$ cat src/rtl/uhb_pkg.sv
// Shared types and codes for the uniform-bin histogram.
`timescale 1ns / 1ps
package uhb_pkg;

	// Command codes carried in s_tuser
	localparam logic [1:0] CMD_ADD   = 2'd0;
	localparam logic [1:0] CMD_READ  = 2'd1;
	localparam logic [1:0] CMD_CLEAR = 2'd2;
	localparam logic [1:0] CMD_NOP   = 2'd3;

	// Result kinds loaded into the output register
	localparam logic [1:0] RES_ZERO = 2'd0;
	localparam logic [1:0] RES_ADD  = 2'd1;
	localparam logic [1:0] RES_READ = 2'd2;

	// Configuration register indexes
	localparam logic [1:0] REG_LOW_EDGE    = 2'd0;
	localparam logic [1:0] REG_CLASS_WIDTH = 2'd1;
	localparam logic [1:0] REG_NUM_CLASSES = 2'd2;

	localparam int IDX_BITS  = 6;
	localparam int EDGE_BITS = 40;
	localparam int OUT_COUNT_BITS = 32;

	// Controller to datapath
	typedef struct packed {
		logic       load_in;
		logic       scan_step;
		logic       mem_rd;
		logic       mem_wr;
		logic       mul;
		logic       clr_step;
		logic       load_out;
		logic [1:0] res_kind;
	} uhb_cmd_t;

	// Datapath to controller
	typedef struct packed {
		logic [1:0] cmd;
		logic       first;
		logic       below;
		logic       found;
		logic       clr_done;
	} uhb_stat_t;

endpackage

$ cat src/rtl/uhb_dp.sv
// Datapath: configuration, count memory, class edge walk and output register.
`timescale 1ns / 1ps
module uhb_dp import uhb_pkg::*; #(
	parameter int MAX_CLASSES = 64,
	parameter int COUNT_BITS  = 32
) (
	input  logic        clk,
	input  logic        arst_n,
	input  logic        cfg_we,
	input  logic [1:0]  cfg_index,
	input  logic [31:0] cfg_data,
	input  logic [39:0] in_data,
	input  logic [1:0]  in_user,
	input  uhb_cmd_t    cmd,
	output uhb_stat_t   stat,
	output logic [79:0] out_data,
	output logic        out_user
);

	localparam int IW = (MAX_CLASSES > 1) ? $clog2(MAX_CLASSES) : 1;

	logic signed [31:0] low_edge_q;
	logic [30:0]        class_width_q;
	logic [6:0]         num_classes_q;

	logic [1:0]         cmd_q;
	logic signed [31:0] sample_q;
	logic [5:0]         sel_q;
	logic [6:0]         idx_q;
	logic signed [EDGE_BITS-1:0] edge_q;
	logic [36:0]        prod_q;
	logic [COUNT_BITS-1:0] rd_q;
	logic [COUNT_BITS-1:0] cnt_q;
	logic [IW-1:0]      clr_q;

	logic [COUNT_BITS-1:0] mem [MAX_CLASSES];

	logic [IDX_BITS-1:0]       out_idx_q;
	logic                      out_hit_q;
	logic [OUT_COUNT_BITS-1:0] out_cnt_q;
	logic [EDGE_BITS-1:0]      out_edge_q;

	logic [6:0]  n_use;
	logic [6:0]  last_idx;
	logic signed [EDGE_BITS-1:0] edge_next;
	logic signed [EDGE_BITS-1:0] sample_x;
	logic signed [EDGE_BITS-1:0] low_x;
	logic [COUNT_BITS-1:0] cnt_inc;
	logic [IW-1:0] rd_addr;
	logic          sel_in_use;

	// Classes in use: zero acts as one, cap at the memory depth
	always_comb begin
		if (num_classes_q == 7'd0) begin
			n_use = 7'd1;
		end else if ({4'd0, num_classes_q} > 11'(MAX_CLASSES)) begin
			n_use = 7'(MAX_CLASSES);
		end else begin
			n_use = num_classes_q;
		end
	end

	assign last_idx   = n_use - 7'd1;
	assign low_x      = EDGE_BITS'(low_edge_q);
	assign sample_x   = EDGE_BITS'(sample_q);
	assign edge_next  = edge_q + $signed({9'd0, class_width_q});
	assign cnt_inc    = (rd_q == {COUNT_BITS{1'b1}}) ? rd_q : rd_q + COUNT_BITS'(1);
	assign rd_addr    = (cmd_q == CMD_READ) ? IW'(sel_q) : IW'(idx_q);
	assign sel_in_use = {1'b0, sel_q} < n_use;

	assign stat.cmd      = cmd_q;
	assign stat.first    = idx_q == 7'd0;
	assign stat.below    = sample_x < edge_q;
	assign stat.found    = (idx_q == last_idx) || (sample_x < edge_next);
	assign stat.clr_done = clr_q == IW'(MAX_CLASSES - 1);

	always_ff @(posedge clk or negedge arst_n) begin
		if (!arst_n) begin
			low_edge_q    <= '0;
			class_width_q <= 31'd65536;
			num_classes_q <= 7'd64;
			clr_q         <= '0;
		end else begin
			if (cfg_we) begin
				unique case (cfg_index)
					REG_LOW_EDGE:    low_edge_q    <= cfg_data;
					REG_CLASS_WIDTH: class_width_q <= cfg_data[30:0];
					REG_NUM_CLASSES: num_classes_q <= cfg_data[6:0];
					default: ;
				endcase
			end
			if (cmd.clr_step) begin
				clr_q <= stat.clr_done ? '0 : clr_q + IW'(1);
			end
		end
	end

	// Working registers
	always_ff @(posedge clk) begin
		if (cmd.load_in) begin
			cmd_q    <= in_user;
			sample_q <= in_data[31:0];
			sel_q    <= in_data[37:32];
			idx_q    <= '0;
			edge_q   <= low_x;
		end else if (cmd.scan_step) begin
			idx_q  <= idx_q + 7'd1;
			edge_q <= edge_next;
		end
		if (cmd.mul) begin
			prod_q <= 37'(sel_q) * 37'(class_width_q);
		end
		if (cmd.mem_wr) begin
			cnt_q <= cnt_inc;
		end
	end

	// Count memory: one write port, one registered read port
	always_ff @(posedge clk) begin
		if (cmd.clr_step) begin
			mem[clr_q] <= '0;
		end else if (cmd.mem_wr) begin
			mem[IW'(idx_q)] <= cnt_inc;
		end
		if (cmd.mem_rd) begin
			rd_q <= mem[rd_addr];
		end
	end

	// Output register
	always_ff @(posedge clk) begin
		if (cmd.load_out) begin
			case (cmd.res_kind)
				RES_ADD: begin
					out_idx_q  <= IDX_BITS'(idx_q);
					out_hit_q  <= 1'b1;
					out_cnt_q  <= OUT_COUNT_BITS'(cnt_q);
					out_edge_q <= edge_q;
				end
				RES_READ: begin
					out_idx_q  <= sel_q;
					out_hit_q  <= 1'b0;
					out_cnt_q  <= sel_in_use ? OUT_COUNT_BITS'(rd_q) : '0;
					out_edge_q <= low_x + $signed({3'd0, prod_q});
				end
				default: begin
					out_idx_q  <= '0;
					out_hit_q  <= 1'b0;
					out_cnt_q  <= '0;
					out_edge_q <= '0;
				end
			endcase
		end
	end

	assign out_data = {2'b00, out_edge_q, out_cnt_q, out_idx_q};
	assign out_user = out_hit_q;

`ifndef NO_ASSERTIONS
	a_no_dual_write: assert property (@(posedge clk) disable iff (!arst_n)
		!(cmd.clr_step && cmd.mem_wr))
		else $error("clear sweep and count update collide");
	a_scan_not_past_last: assert property (@(posedge clk) disable iff (!arst_n)
		cmd.scan_step |-> idx_q != last_idx)
		else $error("edge walk stepped past the last class");
`endif

endmodule

$ cat src/rtl/uhb_ctrl.sv
// Controller: sequences add, read and clear transactions over the datapath.
`timescale 1ns / 1ps
module uhb_ctrl import uhb_pkg::*; (
	input  logic      clk,
	input  logic      arst_n,
	input  logic      in_valid,
	output logic      in_ready,
	output logic      out_valid,
	input  logic      out_ready,
	input  uhb_stat_t stat,
	output uhb_cmd_t  cmd
);

	localparam logic [2:0] ST_INIT     = 3'd0;
	localparam logic [2:0] ST_IDLE     = 3'd1;
	localparam logic [2:0] ST_DISPATCH = 3'd2;
	localparam logic [2:0] ST_SCAN     = 3'd3;
	localparam logic [2:0] ST_UPDATE   = 3'd4;
	localparam logic [2:0] ST_CLEAR    = 3'd5;
	localparam logic [2:0] ST_DONE     = 3'd6;

	logic [2:0] state_q, state_d;
	logic [1:0] kind_q, kind_d;
	logic       out_valid_q;
	logic       out_free;

	assign out_free  = !out_valid_q || out_ready;
	assign in_ready  = state_q == ST_IDLE;
	assign out_valid = out_valid_q;

	always_comb begin
		state_d = state_q;
		kind_d  = kind_q;
		cmd     = '0;
		unique case (state_q)
			ST_INIT: begin
				cmd.clr_step = 1'b1;
				if (stat.clr_done) begin
					state_d = ST_IDLE;
				end
			end
			ST_IDLE: begin
				if (in_valid) begin
					cmd.load_in = 1'b1;
					state_d     = ST_DISPATCH;
				end
			end
			ST_DISPATCH: begin
				unique case (stat.cmd)
					CMD_ADD: state_d = ST_SCAN;
					CMD_READ: begin
						cmd.mul    = 1'b1;
						cmd.mem_rd = 1'b1;
						kind_d     = RES_READ;
						state_d    = ST_DONE;
					end
					CMD_CLEAR: state_d = ST_CLEAR;
					default: begin
						kind_d  = RES_ZERO;
						state_d = ST_DONE;
					end
				endcase
			end
			ST_SCAN: begin
				if (stat.first && stat.below) begin
					kind_d  = RES_ZERO;
					state_d = ST_DONE;
				end else if (stat.found) begin
					cmd.mem_rd = 1'b1;
					state_d    = ST_UPDATE;
				end else begin
					cmd.scan_step = 1'b1;
				end
			end
			ST_UPDATE: begin
				cmd.mem_wr = 1'b1;
				kind_d     = RES_ADD;
				state_d    = ST_DONE;
			end
			ST_CLEAR: begin
				cmd.clr_step = 1'b1;
				if (stat.clr_done) begin
					kind_d  = RES_ZERO;
					state_d = ST_DONE;
				end
			end
			ST_DONE: begin
				if (out_free) begin
					cmd.load_out = 1'b1;
					state_d      = ST_IDLE;
				end
			end
			default: state_d = ST_IDLE;
		endcase
		cmd.res_kind = kind_q;
	end

	always_ff @(posedge clk or negedge arst_n) begin
		if (!arst_n) begin
			state_q     <= ST_INIT;
			kind_q      <= RES_ZERO;
			out_valid_q <= 1'b0;
		end else begin
			state_q <= state_d;
			kind_q  <= kind_d;
			if (cmd.load_out) begin
				out_valid_q <= 1'b1;
			end else if (out_ready) begin
				out_valid_q <= 1'b0;
			end
		end
	end

`ifndef NO_ASSERTIONS
	a_load_when_free: assert property (@(posedge clk) disable iff (!arst_n)
		cmd.load_out |-> (!out_valid_q || out_ready))
		else $error("result overwrites one not yet taken");
	a_load_sets_valid: assert property (@(posedge clk) disable iff (!arst_n)
		cmd.load_out |=> out_valid_q)
		else $error("loaded result not presented");
	a_no_accept_in_sweep: assert property (@(posedge clk) disable iff (!arst_n)
		cmd.clr_step |-> !in_ready)
		else $error("input taken during clear sweep");
`endif

endmodule

$ cat src/rtl/uniform_histogram_binning.sv
// Top level of the uniform-bin histogram.
`timescale 1ns / 1ps
// Usage: one command per s_ transaction (s_tuser = 0 add, 1 read, 2 clear, 3 no-op);
// each gives exactly one m_ transaction. Add bins a Q16.16 sample into the first
// class whose interval holds it and returns index, hit, new count and lower edge.
// Read returns one class's count and lower edge. Clear zeroes all counts.
// Configuration: cfg_valid/cfg_index/cfg_data write low_edge (0), class_width (1),
// num_classes (2); cfg_ready is always high. Write only while the block is idle.
// Sequencing: one command is in flight at a time; s_tready is high only when idle.
// Add walks the class edges one class per cycle, stopping at the class hit, then
// does one count read-modify-write. A sample above the last class is binned into
// the last class; one below the first class gives a zero result with hit low.
// Read does one multiply for the edge and one count memory read; no-op does neither.
// Clear zeroes the count memory one entry per cycle through its single write port.
// Commands do not overlap: s_tready returns in the cycle after the result is loaded.
// Reset: registers take their reset values and the same clearing pass runs with
// s_tready low.
// Stall: the result waits in the output register while m_tready is low; the
// next command may be accepted and worked, and waits only to be loaded.
module uniform_histogram_binning import uhb_pkg::*; #(
	parameter int MAX_CLASSES = 64,
	parameter int COUNT_BITS  = 32
) (
	input  logic        clk,
	input  logic        arst_n,
	input  logic        s_tvalid,
	output logic        s_tready,
	input  logic [39:0] s_tdata,   // sample[31:0], class_sel[37:32], zero pad
	input  logic [1:0]  s_tuser,   // cmd[1:0]
	output logic        m_tvalid,
	input  logic        m_tready,
	output logic [79:0] m_tdata,   // class_index[5:0], count[37:6], lower_edge[77:38], pad
	output logic        m_tuser,   // hit
	input  logic        cfg_valid,
	output logic        cfg_ready,
	input  logic [1:0]  cfg_index,
	input  logic [31:0] cfg_data
);

	uhb_cmd_t  cmd;
	uhb_stat_t stat;

	assign cfg_ready = 1'b1;

	uhb_ctrl u_ctrl (
		.clk       (clk),
		.arst_n    (arst_n),
		.in_valid  (s_tvalid),
		.in_ready  (s_tready),
		.out_valid (m_tvalid),
		.out_ready (m_tready),
		.stat      (stat),
		.cmd       (cmd)
	);

	uhb_dp #(
		.MAX_CLASSES (MAX_CLASSES),
		.COUNT_BITS  (COUNT_BITS)
	) u_dp (
		.clk       (clk),
		.arst_n    (arst_n),
		.cfg_we    (cfg_valid && cfg_ready),
		.cfg_index (cfg_index),
		.cfg_data  (cfg_data),
		.in_data   (s_tdata),
		.in_user   (s_tuser),
		.cmd       (cmd),
		.stat      (stat),
		.out_data  (m_tdata),
		.out_user  (m_tuser)
	);

endmodule
$ cat config.mk
export PLATFORM = sky130hd
export DESIGN_NAME = uniform_histogram_binning
export DESIGN_NICKNAME = d
export VERILOG_FILES = /design/src/rtl/uhb_pkg.sv /design/src/rtl/uhb_dp.sv /design/src/rtl/uhb_ctrl.sv /design/src/rtl/uniform_histogram_binning.sv
export SDC_FILE = /design/constraint.sdc
export NUM_CORES = 2
export LEC_CHECK = 0
export BUFFER_PORTS_ARGS = -buffer_cell sky130_fd_sc_hd__buf_2
export CAP_MARGIN = 15
export CORE_ASPECT_RATIO = 0.75
export CORE_MARGIN = 3
export CORE_UTILIZATION = 45
export CTS_CLUSTER_SIZE = 14
export DETAILED_ROUTE_END_ITERATION = 8
export MAX_ROUTING_LAYER = met4
export SLEW_MARGIN = 20
export SYNTH_ARGS = -nofsm -noshare
export SYNTH_HDL_FRONTEND = slang
export SYNTH_SLANG_ARGS = --single-unit
$ cat constraint.sdc
create_clock -name clk -period 22.9 [get_ports clk]
set_clock_uncertainty 0.05 [all_clocks]
set_input_delay 3.435 -clock clk [delete_from_list [all_inputs] [get_ports clk]]
set_output_delay 3.435 -clock clk [all_outputs]
set_load 0.005 [all_outputs]
### Word-level counts from Yosys, hierarchy flattened

Memory sizes are Yosys's and may differ from the RTL's. A register that Yosys moved wholly into a read port is not among the register bits.
Cells that the tools add are included.

| storage, ports and cells | value |
|---|---|
| bits in registers | 317 |
| bits in writable memories | 2048 |
| bits of input ports | 81 |
| output and inout port bits | 84 |
| memories | 1 |

| cells by class | value |
|---|---|
| add/sub/neg operators | 6 |
| multipliers | 1 |
| magnitude comparators | 4 |
| eq/ne operators | 22 |
| multiplexer cells | 47 |
| reductions and logical operators | 20 |

Memories:

| name | depth | width | read ports | clocked after Yosys merged registers in | wr ports | line | RTL |
|---|---|---|---|---|---|---|---|
| u_dp.mem | 64 | 32 | 1 | 1 | 1 | uhb_dp.sv:36 | `logic [COUNT_BITS-1:0] mem [MAX_CLASSES];` |

Operators by type and width:

| kind | number |
|---|---|
| $mux 32 | 3 |
| $lt 32x40->1 | 2 |
| $mux 40 | 2 |
| $pmux 40 s2 | 1 |
| $pmux 32 s2 | 1 |
| $add 40x32->40 | 1 |
| $add 32x38->39 | 1 |
| $mul 6x31->37 | 1 |
| $add 32x1->32 const B | 1 |
| $eq 32x32->1 const B | 1 |
| $reduce_or 32->1 | 1 |
| $pmux 3 s7 | 1 |
| $mux 1 | 20 |
| $mux 3 | 6 |
| $mux 6 | 3 |
| $logic_not 7->1 | 2 |
| $mux 7 | 2 |
| $pmux 6 s2 | 1 |
| $eq 3x3->1 const B | 3 |
| $ne 2x1->1 const B | 4 |
| $pmux 2 s4 | 1 |
| $add 7x1->7 const B | 1 |
| $eq 7x7->1 | 1 |
| $gt 7x7->1 const B | 1 |
| 25 further kinds | 39 |

### Longest topological paths before layout

| logic depth | value |
|---|---|
| depth after elaboration | 11 |
| gate-level depth with buffers | 22 |
| mapped depth without buffers | 21 |

### Hierarchy

A second synthesis with hierarchy kept.

| unflattened totals | value |
|---|---|
| cell total of the unflattened synthesis | 5661 |
| area, all modules | 102973.8 um2 |

By module, submodules not included:

| module | times used | cells each | area each (um2) | sequential area each (um2) |
|---|---|---|---|---|
| uhb_dp | 1 | 5603 | 102462.0 | 71350.9 |
| uhb_ctrl | 1 | 56 | 500.5 | 150.1 |
| uniform_histogram_binning | 1 | 2 | 11.3 | 0.0 |

### Least setup slack after synthesis

No wires, ideal clock.

| timing | value |
|---|---|
| path kind | input-to-reg |
| from | input port m_tready |
| to | register u_dp.out_cnt_q[0] (enable) |
| library setup time | 0.517 ns |
| arrival | 6.791 ns |
| path slack | 15.542 ns |
| cell stages on the path | 2 |
| path buffers | 0 |
| path through | nor2b_1 > nor2_1 |

RTL lines:

| item | line | RTL |
|---|---|---|
| from (decl) | uniform_histogram_binning.sv:31 | `input logic m_tready,` |
| to (signal assigned) | uhb_dp.sv:137 | `out_cnt_q <= OUT_COUNT_BITS'(cnt_q);` |
| to (signal assigned) | uhb_dp.sv:143 | `out_cnt_q <= sel_in_use ? OUT_COUNT_BITS'(rd_q) : '0;` |
| to (decl) | uhb_dp.sv:40 | `logic [OUT_COUNT_BITS-1:0] out_cnt_q;` |

==> results by group <==
Detailed routing
  • DR pass1 iterations: 5
  • Wirelength per Cell: 28.43 microns
  • DRC viols: 0
  • Antenna-violating nets left: 0
  • DR iter-0 viols: 6778
  • Vias: 57.50k
  • Drt total wl: 272200 microns
  • Avg Vias per Cell: 6.006

Logic synthesis
  • Distinct cells, synth: 84
  • Synth Instances: ~6.1k
  • Synth warn: 0
  • Post-synth top area cell: edfxtp_1
  • Ys async rst share: 0.03421
  • Syn avg cell area: 17.07 sq um
  • Post-synth EDFFs: 2308
  • Synth area leaders: edfxtp_1 67%, mux4_2 11%, ha_1 2.5%
  • Sequential-to-total area share from yosys stat: 0.6870
  • FF+latch count, synth: 2397
  • Mapped Area: about 0.10 sq mm
  • Prevailing post-synth register cell: edfxtp_1
  • Top cell type's share of synthesized area: 0.6659

Power and ir drop
  • Tot Pwr: about 14 mW
  • P_int: slightly above 9 mW
  • Gate power share: 0.340
  • Max VDD drop: 0.09380 mV
  • Net Sw Frac: 0.3397
  • Sw Pwr: ~4.7 mW
  • Clk network pwr share: 0.259
  • Seq pwr share: 0.401
  • Power density over cell area: 118.3 mW/mm^2
  • Leak: 39.30 nW

GRT
  • Vias in the first global route: 56.93k
  • Initial antenna violation count: 6
  • Largest net degree at the start of global routing: 142
  • GR Util All Layers: 0.2346
  • Global-route wire length before repair: 397400 microns
  • Grt ovf: 0

STA
  • Fin. Hold Viols: 0
  • Max Fclk: 0.1184 GHz
  • Final worst-path cycle share: 0.3689
  • Fin. max-slew vios: 0
  • Slew HR: 0.1907
  • Worst-Margin Slew: 1.207 ns
  • Final setup TNS: 0 ns
  • RSZ-0062 raised after global routing: false
  • Fin crit period: 8.449 ns
  • Setup violators final: 0

CTS
  • Clk Latency, worst-skew pair: between 0.8 and 0.9 ns
  • Root Driver: clkbuf_16
  • Post-CTS Resized: 0
  • Post-CTS setup buffers: 0
  • Reg clk slew, reported paths: 0.06 ns
  • Max Root-Sink Buffers: 4
  • Cts-stage hold buffer count: 0
  • H-tree levels: 4
  • Clock sink count: 2397
  • CTS tree: yes
  • CTS Buf Count: 227

Setup path
  • Crit path arrival time: around 8.9 ns
  • R2R cell count: 19
  • Crit. End Element: flip-flop
  • Critical Path RT: approximately 23 ns
  • R2R Path End: u_dp.rd_q[26]$_DFFE_PP_
  • Worst path cell trace: ha_1 -> fa_1 -> a211oi_1 -> o21ai_0 -> nand2_1 -> o21ai_1 -> a21o_1 -> a21oi_1 -> xor2_1 -> ha_1 -> nand4_1 -> nor3_1 -> o211ai_1 -> a21oi_1 -> o311ai_2 -> a21oi_1 -> or3_4 -> a21oi_1 -> nor2b_4
  • Most used cell, CP: a21oi_1
  • Kind of critical path: reg2reg
  • R2R Setup Slk: between 10 and 15 ns
  • Slowest stage delay, CP: 0.87 ns
  • Reg-to-reg critical path startpoint: u_dp.class_width_q[0]$_DFFE_PN0P_
  • CP max stage cell: nor2b_4
  • Worst setup SP type: flip-flop
  • Crit-path max FO: 32

Hold path
  • Sink of the worst hold path: u_dp.low_edge_q[3]$_DFFE_PN0P_
  • Hold Path Stages: 1
  • Hold path start: u_dp.low_edge_q[3]$_DFFE_PN0P_
  • HP Class: reg2reg

Final layout
  • Layout cells sized above 1: 0.2034
  • Most common cell after layout, fill and taps aside: edfxtp_1
  • Fillers: 18.90k
  • Layout area overhead: 11.39%
  • Nets: 6730
  • Commonest non-fill, non-tap cells in the layout: 2308 x edfxtp_1, 594 x nand2_1, 512 x mux4_2

Die
  • Die area: approximately 0.24 sq mm
  • Core ar.: 0.2294 sq mm
  • DIE HEIGHT: 422.5 microns
  • DIE WIDTH: 561.3 microns
  • Row cnt: around 150
  • Number of top-level pins: 165
  • Starting Density: 0.4538

Run
  • Max Cap Viol: 0

Placement
  • I/O Buffers: 159
  • GP Congestion: 0.9347
  • Hpwl dp: 160600 microns

Run status
  • Status: complete, no violations
## cell type report
cell class              instances  area (sq um)  area share
clock buffers                 287          5948     0.05131
repair buffers                318          2092     0.01805
multi-input cells            3207         31050      0.2678
diodes                          2         5.005  0.00004317
well taps                    3080          3854     0.03324
inverters                     173         651.9    0.005623
clock inverters               109         829.5    0.007156
flip-flops and latches       2397         71500      0.6168
## power by group through the flow
stage          Clock, mW  Combinational [mW]  Sequential (mW)
2_1_floorplan          0                3.25             5.54
3_3_place_gp           0                4.57             5.58
3_5_place_dp           0                4.62             5.59
4_1_cts             3.61                4.65             5.50
5_1_grt             3.79                5.13             5.53
6_report            3.55                4.66             5.50
## worst max-delay path, delay by kind of cell, from the launching register on
kind                     cells  cell delay [ns]
AO/OA/AOI/OAI               10             3.82
AND/OR/NAND/NOR              5             2.56
adder cells (fa/ha/maj)      3             0.86
flip-flops                   1             0.53
XOR/XNOR                     1             0.18
## per-stage QoR
step                      worst slack, ns  hold slack (ns)  std cells  utilization  cell area, sq um
after floorplan                     15.54           0.4260       6097            -            104100
after global placement              14.79           0.4632       9175       0.4758            109100
after detailed placement            14.80           0.4766       9175       0.4758            109100
after CTS                           14.76           0.4911       9571       0.5054            115900
after global routing                14.25           0.5114       9571       0.5054            115900
final                               14.45           0.4899       9573       0.5055            115900
## state kept, by name, indices dropped and copies added, names as in the netlist, 7 cells and up
| signal | flops |
|---|---|
| u_dp.num_classes_q | 7 |
| u_dp.sample_q | 32 |
| u_dp.cnt_q | 32 |
| u_dp.out_cnt_q | 32 |
| u_dp.prod_q | 37 |
| u_dp.idx_q | 7 |
| u_dp.out_edge_q | 40 |
| u_dp.low_edge_q | 32 |
| u_dp.edge_q | 40 |
| u_dp.class_width_q | 31 |
| u_dp.rd_q | 32 |
| u_dp.mem | 2048 |
## routing by layer
layer  up-vias  wire [microns]  share of wire  global-route usage
met5         -               0              0                   -
met4         0            5419          0.020             0.04624
met3       334           22580          0.083             0.04110
met2      2252          120500           0.44              0.3348
met1     30410          123700           0.45              0.3564
li1      24510               -              -                   -
## how the worst max path moves through the flow
stage	start	end	slack [ns]
2_1_floorplan	m_tready	u_dp.out_cnt_q[0]$_DFFE_PP_	15.54
3_5_place_dp	u_dp.class_width_q[0]$_DFFE_PN0P_	u_dp.rd_q[29]$_DFFE_PP_	14.80
5_1_grt	u_dp.class_width_q[0]$_DFFE_PN0P_	u_dp.rd_q[20]$_DFFE_PP_	14.25
3_3_place_gp	u_dp.class_width_q[0]$_DFFE_PN0P_	u_dp.rd_q[22]$_DFFE_PP_	14.79
6_report	u_dp.class_width_q[0]$_DFFE_PN0P_	u_dp.rd_q[26]$_DFFE_PP_	14.45
4_1_cts	u_dp.class_width_q[0]$_DFFE_PN0P_	u_dp.rd_q[24]$_DFFE_PP_	14.76
## logic make-up after synthesis
kind of cell | synth area share
mux | 0.1200
flops | 0.6870
xor+xnor | 0.01136
compound gates | 0.05923
other cells | 0.00007216
simple gates | 0.05346
fa+ha+maj | 0.04765
buf+inv | 0.02127
## cells in the mapped netlist (all sizes together), types with 128 or more instances
cell / number
a211oi: 185
a21oi: 203
and2: 185
buf: 128
clkbuf: 192
edfxtp: 2308
ha: 206
inv: 172
mux4: 512
nand2: 594
nor2: 234
o21ai: 130
(Power assumes the default switching activity.)
